--- config.mk ---
export PLATFORM = sky130hd
export DESIGN_NAME = acctilt_lane
export DESIGN_NICKNAME = d
export VERILOG_FILES = /design/src/hdl/acctilt_pkg.sv /design/src/hdl/acctilt_stage.sv /design/src/hdl/acctilt_lane.sv
export SDC_FILE = /design/constraint.sdc
export NUM_CORES = 2
export LEC_CHECK = 0
export BUFFER_PORTS_ARGS = -buffer_cell sky130_fd_sc_hd__buf_2
export CAP_MARGIN = 20
export CORE_MARGIN = 2
export CORE_UTILIZATION = 65
export CTS_BUF_LIST = sky130_fd_sc_hd__clkbuf_8
export CTS_CLUSTER_SIZE = 16
export DETAILED_ROUTE_END_ITERATION = 12
export PLACE_DENSITY = 0.81
export SLEW_MARGIN = 15
export SYNTH_ARGS = -nofsm -noshare
export SYNTH_HDL_FRONTEND = slang
export SYNTH_SLANG_ARGS = --single-unit
export TNS_END_PERCENT = 30
--- constraint.sdc ---
create_clock -name clock -period 15.4 [get_ports clock]
set_input_delay 0.77 -clock clock [delete_from_list [all_inputs] [get_ports clock]]
set_output_delay 0.77 -clock clock [all_outputs]
set_load 0.05 [all_outputs]
--- src/hdl/acctilt_pkg.sv ---
// Types and constants shared by the tilt-angle CORDIC lanes.
`timescale 1ns / 1ps

package acctilt_pkg;

   localparam int AXIS_W     = 16;   // raw axis count
   localparam int OUT_W      = 16;   // angle, 1/128 degree
   localparam int FIX_SHIFT  = 24;
   localparam int OUT_SHIFT  = 17;
   localparam int OPND_W     = 43;   // |x|,|y| stay below 2^41 after CORDIC gain
   localparam int ANG_W      = 34;   // accumulator, 2^-24 degree
   localparam int ROUND_W    = ANG_W - OUT_SHIFT;
   localparam int TABLE_SIZE = 24;

   localparam logic signed [ANG_W-1:0]   QUARTER_TURN = 34'sd1509949440;
   localparam logic signed [ROUND_W-1:0] HALF_TURN    = 17'sd23040;

   // atan(2^-i) in degrees, times 2^24
   localparam logic signed [ANG_W-1:0] ATAN_TABLE [TABLE_SIZE] = '{
      34'sd754974720, 34'sd445687602, 34'sd235489088, 34'sd119537938,
      34'sd60000934,  34'sd30029717,  34'sd15018523,  34'sd7509720,
      34'sd3754917,   34'sd1877466,   34'sd938734,    34'sd469367,
      34'sd234684,    34'sd117342,    34'sd58671,     34'sd29335,
      34'sd14668,     34'sd7334,      34'sd3667,      34'sd1833,
      34'sd917,       34'sd458,       34'sd229,       34'sd115
   };

   typedef struct packed {
      logic [OPND_W-1:0] x;
      logic [OPND_W-1:0] y;
      logic [ANG_W-1:0]  z;
      logic              special;   // zero numerator, result fixed
      logic              half;      // fixed result is +180 degrees
   } cordic_type;

endpackage

--- src/hdl/acctilt_stage.sv ---
// One registered micro-rotation of the vectoring CORDIC.
`timescale 1ns / 1ps

module acctilt_stage #(
   parameter int STAGE_IDX = 0
) (
   input  logic                   clock,
   input  logic                   enable,
   input  acctilt_pkg::cordic_type src,
   output acctilt_pkg::cordic_type dst
);

   acctilt_pkg::cordic_type rot_in;
   acctilt_pkg::cordic_type rot_ff;

   logic signed [acctilt_pkg::OPND_W-1:0] x_s;
   logic signed [acctilt_pkg::OPND_W-1:0] y_s;
   logic signed [acctilt_pkg::OPND_W-1:0] xs;
   logic signed [acctilt_pkg::OPND_W-1:0] ys;
   logic signed [acctilt_pkg::ANG_W-1:0]  z_s;

   always_comb begin
      x_s = src.x;
      y_s = src.y;
      z_s = src.z;
      xs  = x_s >>> STAGE_IDX;
      ys  = y_s >>> STAGE_IDX;
      rot_in = src;
      // turn towards the x axis
      if (!y_s[acctilt_pkg::OPND_W-1]) begin
         rot_in.x = x_s + ys;
         rot_in.y = y_s - xs;
         rot_in.z = z_s + acctilt_pkg::ATAN_TABLE[STAGE_IDX];
      end else begin
         rot_in.x = x_s - ys;
         rot_in.y = y_s + xs;
         rot_in.z = z_s - acctilt_pkg::ATAN_TABLE[STAGE_IDX];
      end
   end

   always_ff @(posedge clock) begin
      if (enable) begin
         rot_ff <= rot_in;
      end
   end

   assign dst = rot_ff;

endmodule

--- src/hdl/acctilt_lane.sv ---
// One atan2 lane: quadrant fold, CORDIC stage chain and rounding.
`timescale 1ns / 1ps

module acctilt_lane #(
   parameter int NUM_STAGES = 16
) (
   input  logic                                 clock,
   input  logic                                 enable,
   input  logic signed [acctilt_pkg::AXIS_W-1:0] num,
   input  logic signed [acctilt_pkg::AXIS_W-1:0] den,
   output logic signed [acctilt_pkg::OUT_W-1:0]  angle
);

   localparam int EXT_W = acctilt_pkg::AXIS_W + 1;

   acctilt_pkg::cordic_type prep_in;
   acctilt_pkg::cordic_type prep_ff;
   acctilt_pkg::cordic_type chain [NUM_STAGES+1];

   logic signed [EXT_W-1:0] num_e;
   logic signed [EXT_W-1:0] den_e;
   logic signed [EXT_W-1:0] x0;
   logic signed [EXT_W-1:0] y0;
   logic signed [acctilt_pkg::OPND_W-1:0]  x_w;
   logic signed [acctilt_pkg::OPND_W-1:0]  y_w;
   logic signed [acctilt_pkg::ANG_W-1:0]   z_last;
   logic signed [acctilt_pkg::ANG_W-1:0]   z_round;
   logic signed [acctilt_pkg::ROUND_W-1:0] r;
   logic signed [acctilt_pkg::ROUND_W-1:0] r_clamp;

   // fold the vector into the right half-plane
   always_comb begin
      num_e = EXT_W'(num);
      den_e = EXT_W'(den);
      prep_in.special = (num == '0);
      prep_in.half    = den[acctilt_pkg::AXIS_W-1];
      if (den[acctilt_pkg::AXIS_W-1]) begin
         if (!num[acctilt_pkg::AXIS_W-1]) begin
            x0 = num_e;
            y0 = -den_e;
            prep_in.z = acctilt_pkg::QUARTER_TURN;
         end else begin
            x0 = -num_e;
            y0 = den_e;
            prep_in.z = -acctilt_pkg::QUARTER_TURN;
         end
      end else begin
         x0 = den_e;
         y0 = num_e;
         prep_in.z = '0;
      end
      x_w = acctilt_pkg::OPND_W'(x0) <<< acctilt_pkg::FIX_SHIFT;
      y_w = acctilt_pkg::OPND_W'(y0) <<< acctilt_pkg::FIX_SHIFT;
      prep_in.x = x_w;
      prep_in.y = y_w;
   end

   always_ff @(posedge clock) begin
      if (enable) begin
         prep_ff <= prep_in;
      end
   end

   assign chain[0] = prep_ff;

   for (genvar i = 0; i < NUM_STAGES; i++) begin : g_stage
      acctilt_stage #(
         .STAGE_IDX (i)
      ) u_stage (
         .clock  (clock),
         .enable (enable),
         .src    (chain[i]),
         .dst    (chain[i+1])
      );
   end

   // round half up to 1/128 degree, then clamp to a half turn; a zero numerator gives 0 or +180 degrees
   always_comb begin
      z_last  = chain[NUM_STAGES].z;
      z_round = z_last + (acctilt_pkg::ANG_W'(1) <<< (acctilt_pkg::OUT_SHIFT - 1));
      r       = z_round[acctilt_pkg::ANG_W-1:acctilt_pkg::OUT_SHIFT];
      if (r > acctilt_pkg::HALF_TURN) begin
         r_clamp = acctilt_pkg::HALF_TURN;
      end else if (r < -acctilt_pkg::HALF_TURN) begin
         r_clamp = -acctilt_pkg::HALF_TURN;
      end else begin
         r_clamp = r;
      end
      if (chain[NUM_STAGES].special) begin
         r_clamp = chain[NUM_STAGES].half ? acctilt_pkg::HALF_TURN : '0;
      end
      angle = r_clamp[acctilt_pkg::OUT_W-1:0];
   end

endmodule

-- Word level (Yosys, flattened, before mapping)
Cells that the tools add are included.
- bits in registers: 1893
- input port bits: 34
- logic and storage cells: 206
- $add $sub $neg: 94
- magnitude comparators: 2
- multiplexer cells: 25
- reduce and logical (&&, ||, !) cells: 2
- operators with widths (operator ; number):
    $mux W120 ; 15
    $add A43 B29 Y43 ; 2
    $add A43 B30 Y43 ; 2
    $add A43 B31 Y43 ; 2
    $add A43 B32 Y43 ; 2
    $add A43 B33 Y43 ; 2
    $add A43 B34 Y43 ; 2
    $add A43 B35 Y43 ; 2
    $add A43 B36 Y43 ; 2
    $add A43 B37 Y43 ; 2
    $add A43 B38 Y43 ; 2
    $add A43 B39 Y43 ; 2
    $add A43 B40 Y43 ; 2
    $add A43 B41 Y43 ; 2
    $add A43 B42 Y43 ; 2
    $sub A43 B29 Y43 ; 2
    $sub A43 B30 Y43 ; 2
    $sub A43 B31 Y43 ; 2
    $sub A43 B32 Y43 ; 2
    $sub A43 B33 Y43 ; 2
    $sub A43 B34 Y43 ; 2
    $sub A43 B35 Y43 ; 2
    $sub A43 B36 Y43 ; 2
    $sub A43 B37 Y43 ; 2
    48 further kinds ; 62

-- Depth between registers and ports, before layout
- depth after elaboration: 5
- gate-level depth with buffers: 24

-- By module
From an unflattened synthesis, not the netlist that was laid out.
- cells, all modules: 20891
- area total of the unflattened synthesis: 188655.9 sq um
- modules (own cells, without submodules) (module ; area an instance (sq um) ; cells an instance ; sequential area each (sq um) ; times used):
    acctilt_stage (g_stage[3].u_stage) ; 12040.3 ; 1375 ; 3663.5 ; 1
    acctilt_stage (g_stage[4].u_stage) ; 11990.2 ; 1328 ; 3663.5 ; 1
    acctilt_stage (g_stage[0].u_stage) ; 11957.7 ; 1387 ; 3633.5 ; 1
    acctilt_stage (g_stage[5].u_stage) ; 11848.9 ; 1322 ; 3663.5 ; 1
    acctilt_stage (g_stage[1].u_stage) ; 11772.5 ; 1278 ; 3663.5 ; 1
    acctilt_stage (g_stage[11].u_stage) ; 11760.0 ; 1307 ; 3663.5 ; 1
    acctilt_stage (g_stage[7].u_stage) ; 11740.0 ; 1316 ; 3663.5 ; 1
    acctilt_stage (g_stage[6].u_stage) ; 11673.7 ; 1322 ; 3663.5 ; 1
    acctilt_stage (g_stage[9].u_stage) ; 11568.6 ; 1263 ; 3663.5 ; 1
    acctilt_stage (g_stage[10].u_stage) ; 11467.2 ; 1238 ; 3663.5 ; 1
    acctilt_stage (g_stage[13].u_stage) ; 11459.7 ; 1254 ; 3663.5 ; 1
    acctilt_stage (g_stage[14].u_stage) ; 11431.0 ; 1283 ; 3663.5 ; 1
    acctilt_stage (g_stage[8].u_stage) ; 11349.6 ; 1238 ; 3663.5 ; 1
    acctilt_stage (g_stage[12].u_stage) ; 11309.6 ; 1244 ; 3663.5 ; 1
    +3 rows ; - ; - ; - ; -

-- Least setup slack after synthesis
No wires, ideal clock.
- kind: flip-flop to flip-flop
- from: register g_stage[5].u_stage.rot_ff, in the netlist g_stage[5].u_stage.dst[78]
- to: register g_stage[6].u_stage.rot_ff, in the netlist g_stage[6].u_stage.dst[75] (data pin)
- slack: 10047 ps
- period minus slack after synthesis: 5353 ps
- arrival time: 5093 ps
- required time: 15140 ps
- stages on the path, launching flop included: 20
- cells stage by stage: edfxtp_1 clkbuf_1 inv_1 clkbuf_1 o41ai_1 xnor2_1 ha_1 fa_1 a21o_1 a21oi_2 o21ai_2 a41o_1 or4_4 a211o_1 a41o_1 o41ai_2 o21ai_2 or4_1 o311a_1 xor2_1
- RTL lines (element ; line ; source):
    start, declared ; acctilt_stage.sv:14 ; acctilt_pkg::cordic_type rot_ff;
    start signal, assigned ; acctilt_stage.sv:43 ; rot_ff <= rot_in;
    end signal, assigned ; acctilt_stage.sv:43 ;
    end, declared ; acctilt_stage.sv:14 ;

==> results.py <==
metrics = {
    "yosys": {
        "syn_avg_cell_area_sq_um": 9.44,
        "synth_edf_count": 1490,
        "synth.distinct_cells": 96,
        "synth-main-ff-cell": "edfxtp_1",
        "syn-instance-count": 13493,
        "synth_area_sq_um": 127000,
        "syn_nets": 15060,
        "seq_area_frac_synth": 0.351,
        "yosysWarnings": 0,
        "synth_seq_cells": 1490,
        "async_flop_share": 0,
    },
    "job": {
        "cap_violations": 0,
    },
    "floorplanning": {
        "core_area_sq_um": 195000,
        "dieHeight_um": 447,
        "ioPinCount": 50,
        "die_area_sq_um": 200000,
        "num_rows": 162,
        "die_width_um": 447,
        "start_util": 0.654,
    },
    "timing": {
        "finalHoldViolCount": 0,
        "maxSlewViolCount": 0,
        "finClkSkew_ns": 0.0857,
        "rsz0062_at_grt": "no",
        "holdWs_ns": 0.0629,
        "relSlewSlack": 0.280,
        "finalSetupTns_ns": 0,
        "finalCriticalPeriod_ns": 6.15,
        "finalSetupViolCount": 0,
        "max_freq_ghz": 0.163,
        "finalCritPeriodShare": 0.400,
        "tightest_slew_ns": 1.08,
    },
    "finish": {
        "fin_util": 0.700,
        "syn_to_final_growth_pct": 6.99,
        "nets": 15240,
        "nFillCells": 14935,
        "drive_above_1_share": 0.0430,
    },
    "detailed_routing": {
        "drc": 0,
        "drt_iter0_drc": 10505,
        "wl_per_cell_um": 20.6,
        "vias": 104314,
        "ant_nets": 0,
        "vias_per_cell": 6.32,
        "firstDrtPassIters": 6,
        "wl_um": 339000,
    },
    "worst_setup_path": {
        "start_kind": "flop",
        "r2r_start": "g_stage[12].u_stage.dst[95]",
        "startpoint": "g_stage[12].u_stage.dst[95]",
        "path_delay_family": "simple AND/OR/NAND/NOR gates",
        "cp.arrival_ns": 6.93,
        "cp.depth": 21,
        "r2r_cells": 21,
        "crit_type": "flop to flop",
        "critPathMaxStageDelay_ns": 0.78,
        "critPathBufInv": 0,
        "cp-end-kind": "flop",
        "path_cells": "or3_1 > or3_1 > nor3b_1 > nand3b_1 > nor4_1 > and2_1 > nor2_1 > xor2_1 > ha_1 > a21oi_1 > o21ai_0 > a2111oi_0 > o21ai_1 > a41oi_1 > o21ai_1 > o211ai_1 > o21a_1 > nand2b_1 > a21oi_1 > a41oi_1 > xnor2_1",
        "crit_fanout": 5,
        "crit_required_ns": 16.17,
        "crit_path_top_delay_cell": "nor4_1",
    },
    "clock_tree": {
        "path_clk_slew_ns": 0.06,
        "clock_path_buffers": 4,
        "root_buffer": "clkbuf_8",
        "clk_latency_ns": 1.07,
        "cts_buffers": 284,
        "cts_max_level": 5,
        "cts_tree": "done",
        "cts.sinks": 1490,
    },
    "worst_hold_path": {
        "whs_path_depth": 2,
        "hp-class": "input port to flop",
        "hp-start": "den[9]",
    },
    "global_routing": {
        "grt_pass1_wl_um": 530000,
        "gr-total-overflow": 0,
        "gr-usage-all-layers": 0.330,
        "antenna_found_initial": 10,
        "grt_pass1_vias": 99002,
        "grt_max_degree": 193,
    },
    "place": {
        "globalplace.congestion": 0.997,
        "buffer_ports.inserted": 49,
        "hpwlAfterDp_um": 264000,
    },
    "run_status": {
        "status": "complete, no violations",
    },
}
-- state kept, by name, indices dropped and copies added (netlist names) --
| name | count |
|---|---|
| chain | 39 |
| g_stage.u_stage.dst | 1451 |
-- cell families (layout without fill, tap and decap cells) --
family | Yosys count | after routing | synth area share
mux | 67 | 67 | 0.00579
compound gates | 3852 | 3852 | 0.190
simple gates | 3802 | 3802 | 0.143
flops | 1490 | 1490 | 0.351
buf+inv | 808 | 1187 | 0.0239
other cells | 1 | 5 | 0.0000294
fa+ha+maj | 1533 | 1533 | 0.153
xor+xnor | 1940 | 1940 | 0.133
-- synth_stat cells (199+ instances only) --
| cell type | instances | area (sq um) |
|---|---|---|
| nor2b_1 | 202 | 1260 |
| a21oi_1 | 1424 | 7130 |
| xor2_1 | 696 | 6100 |
| xnor2_1 | 1244 | 10900 |
| edfxtp_1 | 1490 | 44700 |
| o21a_1 | 199 | 1490 |
| o21ai_0 | 402 | 2010 |
| a21o_1 | 599 | 4500 |
| nor3_1 | 389 | 1950 |
| nor2_1 | 1337 | 5020 |
| inv_1 | 581 | 2180 |
| nand2_1 | 690 | 2590 |
| o21ai_1 | 224 | 1120 |
| ha_1 | 1498 | 18700 |
| nand3_1 | 220 | 1100 |
| nand2b_1 | 221 | 1380 |
-- cell usage in the layout (no fill, tap or decap), types with 116 or more instances in the layout --
cell type	n
o21ai_1	224
inv_1	636
nand2b_1	221
o21ai_0	402
nor2b_1	202
edfxtp_1	1490
xor2_1	696
nor3_1	389
xnor2_1	1244
nand2_1	690
and3_1	147
o21a_1	199
nand4_1	116
a21oi_1	1424
clkbuf_8	289
a21o_1	599
o21bai_1	176
nor2_1	1337
a31oi_1	178
nand3_1	220
ha_1	1498
-- final timing paths --
check	endpoint	slack, ns
worst max-delay path	g_stage[13].u_stage.dst[76]	9.25
worst min-delay path	chain[2064]	0.06
worst max register to register	g_stage[13].u_stage.dst[76]	9.25
worst min register to register	g_stage[15].u_stage.dst[0]	0.42
-- timing repair --
action,in CTS,in global routing
hold endpoints to repair,3,0
resized for setup,0,0
setup buffers,0,0
hold buffers,3,0
-- layout make-up --
cell class	count	area, sq um	area share
Antenna cell	4	10.0	0.0000734
Clock buffer	289	3980	0.0292
Clock inverter	196	1660	0.0122
Inverter	593	2230	0.0163
Multi-Input combinational cell	11195	79600	0.584
Sequential cell	1490	44700	0.328
Tap cell	2624	3280	0.0241
Timing Repair Buffer	109	791	0.00580
-- worst register-to-register path: cells and delay by family (launching register included) --
family / cells / cell delay, ns
xor+xnor: 2 / 0.29
flops: 1 / 0.45
simple gates: 8 / 2.63
compound gates: 10 / 2.16
fa+ha+maj: 1 / 0.33
-- layer usage --
| metal | share of wire | global-route usage | vias to the layer above |
|---|---|---|---|
| met1 | 0.43 | 0.456 | 49625 |
| met4 | 0.040 | 0.128 | 8 |
| met2 | 0.44 | 0.520 | 3897 |
| met5 | 0.00014 | 0 | - |
| li1 | - | - | 50026 |
| met3 | 0.082 | 0.0562 | 758 |
-- per-stage QoR --
step | area, sq um | setup slack, ns | std cells
2_1_floorplan | 127000 | 10.05 | 13493
3_3_place_gp | 131000 | 9.51 | 16007
3_5_place_dp | 131000 | 9.43 | 16007
4_1_cts | 136000 | 9.39 | 16495
5_1_grt | 136000 | 8.67 | 16500
6_report | 136000 | 9.25 | 16500
Power is not shown: default switching activity piles up to over one toggle a cycle in this logic, so the estimate is an artifact.
